**src/design/ssq_pkg.sv**
```systemverilog
`timescale 1ns / 1ps
`default_nettype none
// ----------------------------------------------------------------------------
// ssq_pkg: shared types and constants for the flash erase/program sequencer
// Holds item structs, operation and transfer codes, and flash opcodes.
// ----------------------------------------------------------------------------
package ssq_pkg;

  typedef enum logic [1:0] {
    OP_LOAD    = 2'd0,
    OP_ERASE   = 2'd1,
    OP_PROGRAM = 2'd2,
    OP_DONE    = 2'd3
  } op_t;

  typedef enum logic [1:0] {
    KIND_SEND  = 2'd0,
    KIND_FRAME = 2'd1,
    KIND_END   = 2'd2
  } kind_t;

  typedef struct packed {
    op_t         op;
    logic [23:0] flash_address;
    logic [7:0]  buffer_index;
    logic [7:0]  buffer_byte;
    logic [7:0]  rx_byte;
  } cmd_t;

  typedef struct packed {
    kind_t       kind;
    logic [7:0]  tx_byte;
    logic        timed_out;
  } xfer_t;

  localparam logic [7:0]  OPC_WREN   = 8'h06;
  localparam logic [7:0]  OPC_RDSR   = 8'h05;
  localparam logic [7:0]  OPC_SE     = 8'h20;
  localparam logic [7:0]  OPC_PP     = 8'h02;
  localparam logic [7:0]  DUMMY_BYTE = 8'hFF;

  localparam logic [23:0] POLL_LIMIT_RESET = 24'd2000000;

  localparam int BUF_DEPTH           = 256;
  localparam int BUF_AW              = 8;
  localparam int PAGE_BYTES_DEFAULT  = 256;
  localparam int QUEUE_DEPTH_DEFAULT = 4;

endpackage
`default_nettype wire

```
**src/design/spi_flash_erase_program_sequencer.sv**
```systemverilog
`timescale 1ns / 1ps
`default_nettype none
// ----------------------------------------------------------------------------
// spi_flash_erase_program_sequencer: byte-level SPI NOR erase/program sequencer
// Turns host commands and shifter completions into a stream of byte transfers.
// ----------------------------------------------------------------------------
// Usage:
//   cmd channel (cmd_valid/cmd_stall/cmd): one item per transaction. Load page
//   bytes while idle, then issue an erase or program; after that, feed one
//   transfer-done item per byte the external shifter finishes.
//   xfer channel (xfer_valid/xfer_stall/xfer): zero or one transfer record per
//   item: send a byte, open a new frame, or finish the command with timed_out.
//   cfg channel (cfg_valid/cfg_ready/cfg_poll_limit): poll budget, always ready;
//   write it only while no command is running.
// Timing: one item per cycle while the queue has room; the sequencer finishes
//   each item's phase update in the cycle it is taken. A record enters the
//   queue at the accepting edge and shows on xfer from the output register.
// Stall: a stalled xfer holds its record; the queue keeps absorbing items and
//   cmd_stall rises only once the queue is full.
// Reset: sequencer idles, queue empties, poll budget returns to 2000000. The
//   page buffer is not cleared; program only entries already loaded.
// ----------------------------------------------------------------------------
module spi_flash_erase_program_sequencer
  import ssq_pkg::*;
#(
  parameter int PAGE_BYTES  = PAGE_BYTES_DEFAULT,
  parameter int QUEUE_DEPTH = QUEUE_DEPTH_DEFAULT
) (
  input  wire logic        clk,
  input  wire logic        rst,
  input  wire logic        cmd_valid,
  output logic             cmd_stall,
  input  wire cmd_t        cmd,
  output logic             xfer_valid,
  input  wire logic        xfer_stall,
  output xfer_t            xfer,
  input  wire logic        cfg_valid,
  output logic             cfg_ready,
  input  wire logic [23:0] cfg_poll_limit
);

  logic  accept;
  logic  push;
  xfer_t push_data;
  logic  q_pop;
  xfer_t q_data;
  logic  q_not_empty;
  logic  q_full;

  // Hold intake only while the queue has no free slot
  assign cmd_stall = q_full;
  assign accept    = cmd_valid && !cmd_stall;
  assign cfg_ready = 1'b1;

  ssq_front #(
    .PAGE_BYTES (PAGE_BYTES)
  ) u_front (
    .clk            (clk),
    .rst            (rst),
    .accept         (accept),
    .cmd            (cmd),
    .cfg_write      (cfg_valid),
    .cfg_poll_limit (cfg_poll_limit),
    .push           (push),
    .push_data      (push_data)
  );

  ssq_fifo #(
    .DEPTH (QUEUE_DEPTH)
  ) u_fifo (
    .clk       (clk),
    .rst       (rst),
    .push      (push),
    .push_data (push_data),
    .pop       (q_pop),
    .pop_data  (q_data),
    .not_empty (q_not_empty),
    .full      (q_full)
  );

  ssq_back u_back (
    .clk         (clk),
    .rst         (rst),
    .q_not_empty (q_not_empty),
    .q_data      (q_data),
    .q_pop       (q_pop),
    .xfer_valid  (xfer_valid),
    .xfer_stall  (xfer_stall),
    .xfer        (xfer)
  );

endmodule
`default_nettype wire

```
**src/design/ssq_front.sv**
```systemverilog
`timescale 1ns / 1ps
`default_nettype none
// ----------------------------------------------------------------------------
// ssq_front: item intake and command sequencer
// Accepts items, stores page bytes, tracks the command phase and produces
// at most one transfer record per item for the queue.
// ----------------------------------------------------------------------------
module ssq_front
  import ssq_pkg::*;
#(
  parameter int PAGE_BYTES = PAGE_BYTES_DEFAULT
) (
  input  wire logic        clk,
  input  wire logic        rst,
  input  wire logic        accept,
  input  wire cmd_t        cmd,
  input  wire logic        cfg_write,
  input  wire logic [23:0] cfg_poll_limit,
  output logic             push,
  output xfer_t            push_data
);

  typedef enum logic [3:0] {
    PH_IDLE,
    PH_WREN,
    PH_CMD,
    PH_A2,
    PH_A1,
    PH_A0,
    PH_DATA,
    PH_RDSR,
    PH_POLL
  } phase_t;

  localparam logic [8:0] PAGE_END = 9'(PAGE_BYTES);

  phase_t      phase, phase_next;
  logic        is_program, is_program_next;
  logic [23:0] target_address, target_address_next;
  logic [8:0]  byte_count, byte_count_next;
  logic [23:0] polls_left, polls_left_next;
  logic [23:0] poll_limit;

  logic [7:0]  page_buffer [BUF_DEPTH];
  logic [7:0]  buf_rd_data;

  logic        emit;
  xfer_t       res;

  always_comb begin
    phase_next          = phase;
    is_program_next     = is_program;
    target_address_next = target_address;
    byte_count_next     = byte_count;
    polls_left_next     = polls_left;
    emit                = 1'b0;
    res                 = '{kind: KIND_SEND, tx_byte: 8'h00, timed_out: 1'b0};

    if (accept) begin
      if (phase == PH_IDLE) begin
        if (cmd.op == OP_ERASE || cmd.op == OP_PROGRAM) begin
          is_program_next     = (cmd.op == OP_PROGRAM);
          target_address_next = cmd.flash_address;
          byte_count_next     = '0;
          polls_left_next     = poll_limit;
          phase_next          = PH_WREN;
          emit                = 1'b1;
          res.kind            = KIND_FRAME;
          res.tx_byte         = OPC_WREN;
        end
      end else if (cmd.op == OP_DONE) begin
        emit = 1'b1;
        case (phase)
          PH_WREN: begin
            phase_next  = PH_CMD;
            res.kind    = KIND_FRAME;
            res.tx_byte = is_program ? OPC_PP : OPC_SE;
          end
          PH_CMD: begin
            phase_next  = PH_A2;
            res.tx_byte = target_address[23:16];
          end
          PH_A2: begin
            phase_next  = PH_A1;
            res.tx_byte = target_address[15:8];
          end
          PH_A1: begin
            phase_next  = PH_A0;
            res.tx_byte = target_address[7:0];
          end
          PH_A0, PH_DATA: begin
            if (is_program && byte_count < PAGE_END) begin
              byte_count_next = byte_count + 9'd1;
              phase_next      = PH_DATA;
              res.tx_byte     = buf_rd_data;
            end else begin
              phase_next  = PH_RDSR;
              res.kind    = KIND_FRAME;
              res.tx_byte = OPC_RDSR;
            end
          end
          PH_RDSR: begin
            phase_next  = PH_POLL;
            res.tx_byte = DUMMY_BYTE;
          end
          PH_POLL: begin
            if (cmd.rx_byte[0] && polls_left != '0) begin
              polls_left_next = polls_left - 24'd1;
              res.tx_byte     = DUMMY_BYTE;
            end else begin
              phase_next    = PH_IDLE;
              res.kind      = KIND_END;
              res.timed_out = cmd.rx_byte[0];
            end
          end
          default: begin
            phase_next = PH_IDLE;
            emit       = 1'b0;
          end
        endcase
      end
    end
  end

  assign push      = emit;
  assign push_data = res;

  always_ff @(posedge clk) begin
    if (rst) begin
      phase          <= PH_IDLE;
      is_program     <= 1'b0;
      target_address <= '0;
      byte_count     <= '0;
      polls_left     <= '0;
      poll_limit     <= POLL_LIMIT_RESET;
    end else begin
      phase          <= phase_next;
      is_program     <= is_program_next;
      target_address <= target_address_next;
      byte_count     <= byte_count_next;
      polls_left     <= polls_left_next;
      if (cfg_write) begin
        poll_limit <= cfg_poll_limit;
      end
    end
  end

  // Page buffer: loads only land while idle, reads run ahead of the data phase
  always_ff @(posedge clk) begin
    if (accept && phase == PH_IDLE && cmd.op == OP_LOAD) begin
      page_buffer[cmd.buffer_index] <= cmd.buffer_byte;
    end
    buf_rd_data <= page_buffer[byte_count_next[BUF_AW-1:0]];
  end

`ifndef NO_ASSERTIONS
  a_start_wren: assert property (@(posedge clk) disable iff (rst)
    (accept && phase == PH_IDLE && (cmd.op == OP_ERASE || cmd.op == OP_PROGRAM))
      |=> (phase == PH_WREN))
    else $error("command start did not enter write enable phase");

  a_count_bound: assert property (@(posedge clk) disable iff (rst)
    byte_count <= PAGE_END)
    else $error("page byte count ran past page size");

  a_end_to_idle: assert property (@(posedge clk) disable iff (rst)
    (push && push_data.kind == KIND_END) |=> (phase == PH_IDLE))
    else $error("done record without return to idle");
`endif

endmodule
`default_nettype wire

```
**src/design/ssq_fifo.sv**
```systemverilog
`timescale 1ns / 1ps
`default_nettype none
// ----------------------------------------------------------------------------
// ssq_fifo: short transfer record queue
// Decouples the sequencer from the output stage; full throttles intake.
// ----------------------------------------------------------------------------
module ssq_fifo
  import ssq_pkg::*;
#(
  parameter int DEPTH = QUEUE_DEPTH_DEFAULT
) (
  input  wire logic  clk,
  input  wire logic  rst,
  input  wire logic  push,
  input  wire xfer_t push_data,
  input  wire logic  pop,
  output xfer_t      pop_data,
  output logic       not_empty,
  output logic       full
);

  localparam int AW = (DEPTH > 1) ? $clog2(DEPTH) : 1;
  localparam int CW = $clog2(DEPTH + 1);
  localparam logic [CW-1:0] DEPTH_C = CW'(DEPTH);
  localparam logic [AW-1:0] LAST    = AW'(DEPTH - 1);

  xfer_t         slots [DEPTH];
  logic [AW-1:0] wr_ptr, rd_ptr;
  logic [CW-1:0] count;

  assign not_empty = (count != '0);
  assign full      = (count == DEPTH_C);
  assign pop_data  = slots[rd_ptr];

  always_ff @(posedge clk) begin
    if (push) begin
      slots[wr_ptr] <= push_data;
    end
  end

  always_ff @(posedge clk) begin
    if (rst) begin
      wr_ptr <= '0;
      rd_ptr <= '0;
      count  <= '0;
    end else begin
      if (push) begin
        wr_ptr <= (wr_ptr == LAST) ? '0 : wr_ptr + AW'(1);
      end
      if (pop) begin
        rd_ptr <= (rd_ptr == LAST) ? '0 : rd_ptr + AW'(1);
      end
      case ({push, pop})
        2'b10:   count <= count + CW'(1);
        2'b01:   count <= count - CW'(1);
        default: count <= count;
      endcase
    end
  end

`ifndef NO_ASSERTIONS
  a_no_overflow: assert property (@(posedge clk) disable iff (rst)
    !(push && full && !pop))
    else $error("record pushed into full queue");

  a_no_underflow: assert property (@(posedge clk) disable iff (rst)
    pop |-> not_empty)
    else $error("record popped from empty queue");
`endif

endmodule
`default_nettype wire

```
**src/design/ssq_back.sv**
```systemverilog
`timescale 1ns / 1ps
`default_nettype none
// ----------------------------------------------------------------------------
// ssq_back: transfer output stage
// Pops queued records into the output register and hands them to the shifter.
// ----------------------------------------------------------------------------
module ssq_back
  import ssq_pkg::*;
(
  input  wire logic  clk,
  input  wire logic  rst,
  input  wire logic  q_not_empty,
  input  wire xfer_t q_data,
  output logic       q_pop,
  output logic       xfer_valid,
  input  wire logic  xfer_stall,
  output xfer_t      xfer
);

  // Refill whenever the register is empty or being taken this cycle
  assign q_pop = q_not_empty && (!xfer_valid || !xfer_stall);

  always_ff @(posedge clk) begin
    if (rst) begin
      xfer_valid <= 1'b0;
    end else if (q_pop) begin
      xfer_valid <= 1'b1;
    end else if (!xfer_stall) begin
      xfer_valid <= 1'b0;
    end
  end

  always_ff @(posedge clk) begin
    if (q_pop) begin
      xfer <= q_data;
    end
  end

endmodule
`default_nettype wire

```
**config.mk**
```make
export PLATFORM = sky130hd
export DESIGN_NAME = spi_flash_erase_program_sequencer
export DESIGN_NICKNAME = d
export VERILOG_FILES = /design/src/design/ssq_pkg.sv /design/src/design/spi_flash_erase_program_sequencer.sv /design/src/design/ssq_front.sv /design/src/design/ssq_fifo.sv /design/src/design/ssq_back.sv
export SDC_FILE = /design/constraint.sdc
export NUM_CORES = 2
export LEC_CHECK = 0
export ABC_AREA = 1
export ABC_CLOCK_PERIOD_IN_PS = 2600
export BUFFER_PORTS_ARGS = -buffer_cell sky130_fd_sc_hd__buf_4
export CAP_MARGIN = 25
export CORE_MARGIN = 10
export CORE_UTILIZATION = 57
export CTS_BUF_LIST = sky130_fd_sc_hd__clkbuf_4 sky130_fd_sc_hd__clkbuf_8 sky130_fd_sc_hd__clkbuf_16
export CTS_CLUSTER_DIAMETER = 200
export DETAILED_ROUTE_END_ITERATION = 8
export HOLD_SLACK_MARGIN = 0.05
export PLACE_DENSITY_LB_ADDON = 0.3
export SYNTH_ARGS = -nofsm -noshare
export SYNTH_HDL_FRONTEND = slang
export SYNTH_SLANG_ARGS = --single-unit
```
**constraint.sdc**
```tcl
create_clock -name clk -period 2.6 [get_ports clk]
set_input_delay 0.52 -clock clk [delete_from_list [all_inputs] [get_ports clk]]
set_output_delay 0.52 -clock clk [all_outputs]
set_load 0.01 [all_outputs]
```
==> run_results.csv <==
group,metric,value,unit
status,status,"complete, but fails checks",
status,violations,"design-rule violations, negative setup slack",
timing,worst_pin_slew,0.776,ns
finish,fin_util,0.700,
synthesis,netlist_area,93900,um^2
timing,min_period,2.94,ns
synthesis,ys_seq_area_frac,0.694,
synthesis,yosysUniqueCellTypes,50,
critical_path,critical_path_required,3.39,ns
synthesis,yosys_warnings,0,
finish,drive_gt1_frac,0.177,
global_routing,grt_max_degree,95,
floorplan,num_rows,148,
finish,fin_cells,11700,
placed_design,port_buffers,84,
finish,final_nets,9400,
power,totalPowerFinal,75.0,mW
placed_design,postPlaceCellArea,102000,um^2
routing,drt_iter0_markers,10500,
timing,maxSlewViolCount,0,
floorplan,start_util,0.575,
timing,rsz0062_at_grt,"true",
placed_design,place.gp.congestion,0.991,
placed_design,dpl.cell_count,11100,
synthesis,ys_ff_latch,2205,
finish,final_common_cell,"nand2_1",
power,leakagePower,45.1,nW
clocking,h-tree-depth,4,
synthesis,synthArstFlopShare,0,
synthesis,syn_nets,8791,
critical_path,crit_path_start_kind,"flop",
timing,setup_violations,664,
timing,fmax,340,MHz
routing,via_per_inst,6.12,
timing,period_share,1.13,
finish,design_area,114000,um^2
clocking,clkLatencyLatePin,0.86,ns
floorplan,die_y,426,um
floorplan,die_area,181000,um^2
critical_path,worstSetupPathType,"flop to flop",
routing,drc_errors,7,
critical_path,crit_path_end_kind,"flop",
finish,area_growth,21.8,%
timing,hold_viol,0,
routing,dr.pass1.iters,9,
timing,whs,0.0931,ns
global_routing,overflow,0,
routing,wl,285000,um
clocking,clock_sinks,2205,
synthesis,ys.flop_type,"edfxtp_1",
global_routing,grt_util_all_layers,0.299,
global_routing,grt_pass1_vias,67700,
power,powerDensity,655,nW/um^2
synthesis,synth-edff-count,2103,
floorplan,io_pins,93,
finish,final_cell_mix,"2747 x nand2_1, 2103 x edfxtp_1, 1615 x nand3_1",
critical_path,worst-path-max-fanout,7,
power,irDropWorstVdd,0.000745,V
clocking,cts_made_buffers,215,
timing,setup_slack,-0.339,ns
timing,slew_headroom,0.482,
clocking,cts-root-buf,"clkbuf_16",
clocking,cts_tree,"yes",
routing,vias,71400,
clocking,clk_pin_slew,0.06,ns
critical_path,cp.arrival,3.73,ns
min_path,hold_class,"input port to flop",
routing,ant_nets,0,
global_routing,grt_pass1_wl,414000,um
run,cap_violations,0,
timing,clock_skew,0.0363,ns
placed_design,place_hpwl,165000,um
synthesis,syn_inst,8699,
routing,wl_per_cell,24.5,um
clocking,clockBufferDepth,3,
global_routing,antenna_found_initial,10,
floorplan,die_w,426,um
floorplan,core_area,163000,um^2
synthesis,avgSynthCellArea,10.8,um^2
## logic make-up after synthesis
kind of cell	synth area share
compound gates	0.0281
xor+xnor	0.000746
fa+ha+maj	0.00181
buf+inv	0.0429
flops	0.694
other cells	0.0000399
simple gates	0.232
## path summary, 6_finish.rpt
kind              cells after the start  slack [ns]             startpoint                           to
setup / recovery                     22       -0.34       u_front.phase[2]       u_front.buf_rd_data[4]
setup reg to reg                     22       -0.34       u_front.phase[2]       u_front.buf_rd_data[4]
hold reg to reg                       2        0.48  u_front.poll_limit[7]        u_front.poll_limit[7]
hold / removal                        1        0.09                 cmd[8]  u_front.page_buffer[224][0]
## power by group
group          leakage (nW)  total, mW  switching [mW]  internal [mW]
sequential             19.8       39.7           0.334           39.4
clock                  3.50       30.7            13.3           17.4
combinational          21.8       4.55            3.02           1.53
total                  45.1       75.0            16.7           58.3
## stage by stage
stage | setup slack (ns) | TNS (ns)
detailed placement | -1.26 | -17.73
CTS | -0.274 | -1.91
finish | -0.339 | -24.32
global placement | -1.22 | -15.40
floorplan | 0.0742 | 0
global route | -0.438 | -127.51
## layer usage
metal  vias to the layer above  global-route usage  part of all wire
met2                      4819               0.478              0.47
li1                      31500                   -                 -
met1                     34200               0.391              0.36
met4                         8               0.146             0.051
met5                         -                   0           0.00019
met3                       815              0.0595              0.12
## state kept, by name, indices dropped and copies added (netlist names), 8 cells and up
| signal | count |
|---|---|
| u_fifo.slots | 44 |
| u_front.buf_rd_data | 8 |
| u_front.polls_left | 24 |
| u_front.page_buffer | 2048 |
| u_front.byte_count | 9 |
| u_front.poll_limit | 24 |
| u_back.xfer | 11 |
| u_front.target_address | 24 |
## worst max-delay path, stage by stage, from the launching register on
cell and delay [ns]:
dfxtp_4 0.36, buf_12 0.12, nor2_4 0.13, nand2_4 0.09, inv_4 0.07, nand2_4 0.06
nand2_4 0.09, nand2_8 0.11, nand2_8 0.21, buf_12 0.18, buf_12 0.17, buf_16 0.16
buf_12 0.15, nand2_2 0.07, nand2_2 0.06, nand2_1 0.06, nand3_2 0.07, nand3_2 0.13
nand3_4 0.13, nand3_4 0.11, nand3_4 0.12, nand3_4 0.10, nand2_1 0.08
## synth_stat cells (2+ instances only)
cell type | n | area, um^2
buf_1 | 43 | 161
a221o_1 | 2 | 20.0
xnor2_1 | 3 | 26.3
o211ai_1 | 197 | 1480
nor3_1 | 17 | 85.1
buf_6 | 3 | 33.8
clkinv_1 | 4 | 15.0
a221oi_1 | 3 | 26.3
inv_2 | 7 | 26.3
buf_4 | 54 | 405
o21ai_2 | 4 | 35.0
nor2_2 | 4 | 25.0
inv_1 | 297 | 1110
dfxtp_1 | 102 | 2040
edfxtp_1 | 2103 | 63200
nand4_1 | 3 | 18.8
ha_1 | 12 | 150
nand2_1 | 2796 | 10500
a32o_1 | 6 | 60.1
a211oi_1 | 6 | 45.0
nor4_1 | 5 | 31.3
a31oi_1 | 5 | 31.3
nor2_1 | 427 | 1600
xor2_1 | 5 | 43.8
nand3_1 | 1891 | 9460
clkbuf_1 | 206 | 773
o21ai_1 | 2 | 10.0
o21ai_0 | 111 | 556
buf_2 | 298 | 1490
or2_2 | 2 | 12.5
nand2_2 | 5 | 31.3
o22ai_1 | 12 | 75.1
a21oi_1 | 47 | 235
## what timing repair did
action / in CTS / in global routing
gates resized for setup: 335 / 276
setup buffers: 33 / 23
gates cloned: 31 / 20
endpoints found under the setup margin: 548 / 376
endpoints found under the hold margin: 49 / 0
hold buffers: 49 / 0
pin swaps: 102 / 111
## area by class of cell
class,count,area (um^2)
sequential,2205,65200
timing repair inverter,2,17.5
timing repair buffer,994,11300
clock buffer,280,5930
clock inverter,117,1020
fill,10800,48900
multi-input combinational,5580,26900
tap,2175,2720
antenna,7,17.5
inverter,310,1230
Power figures use the tool's default switching activity.
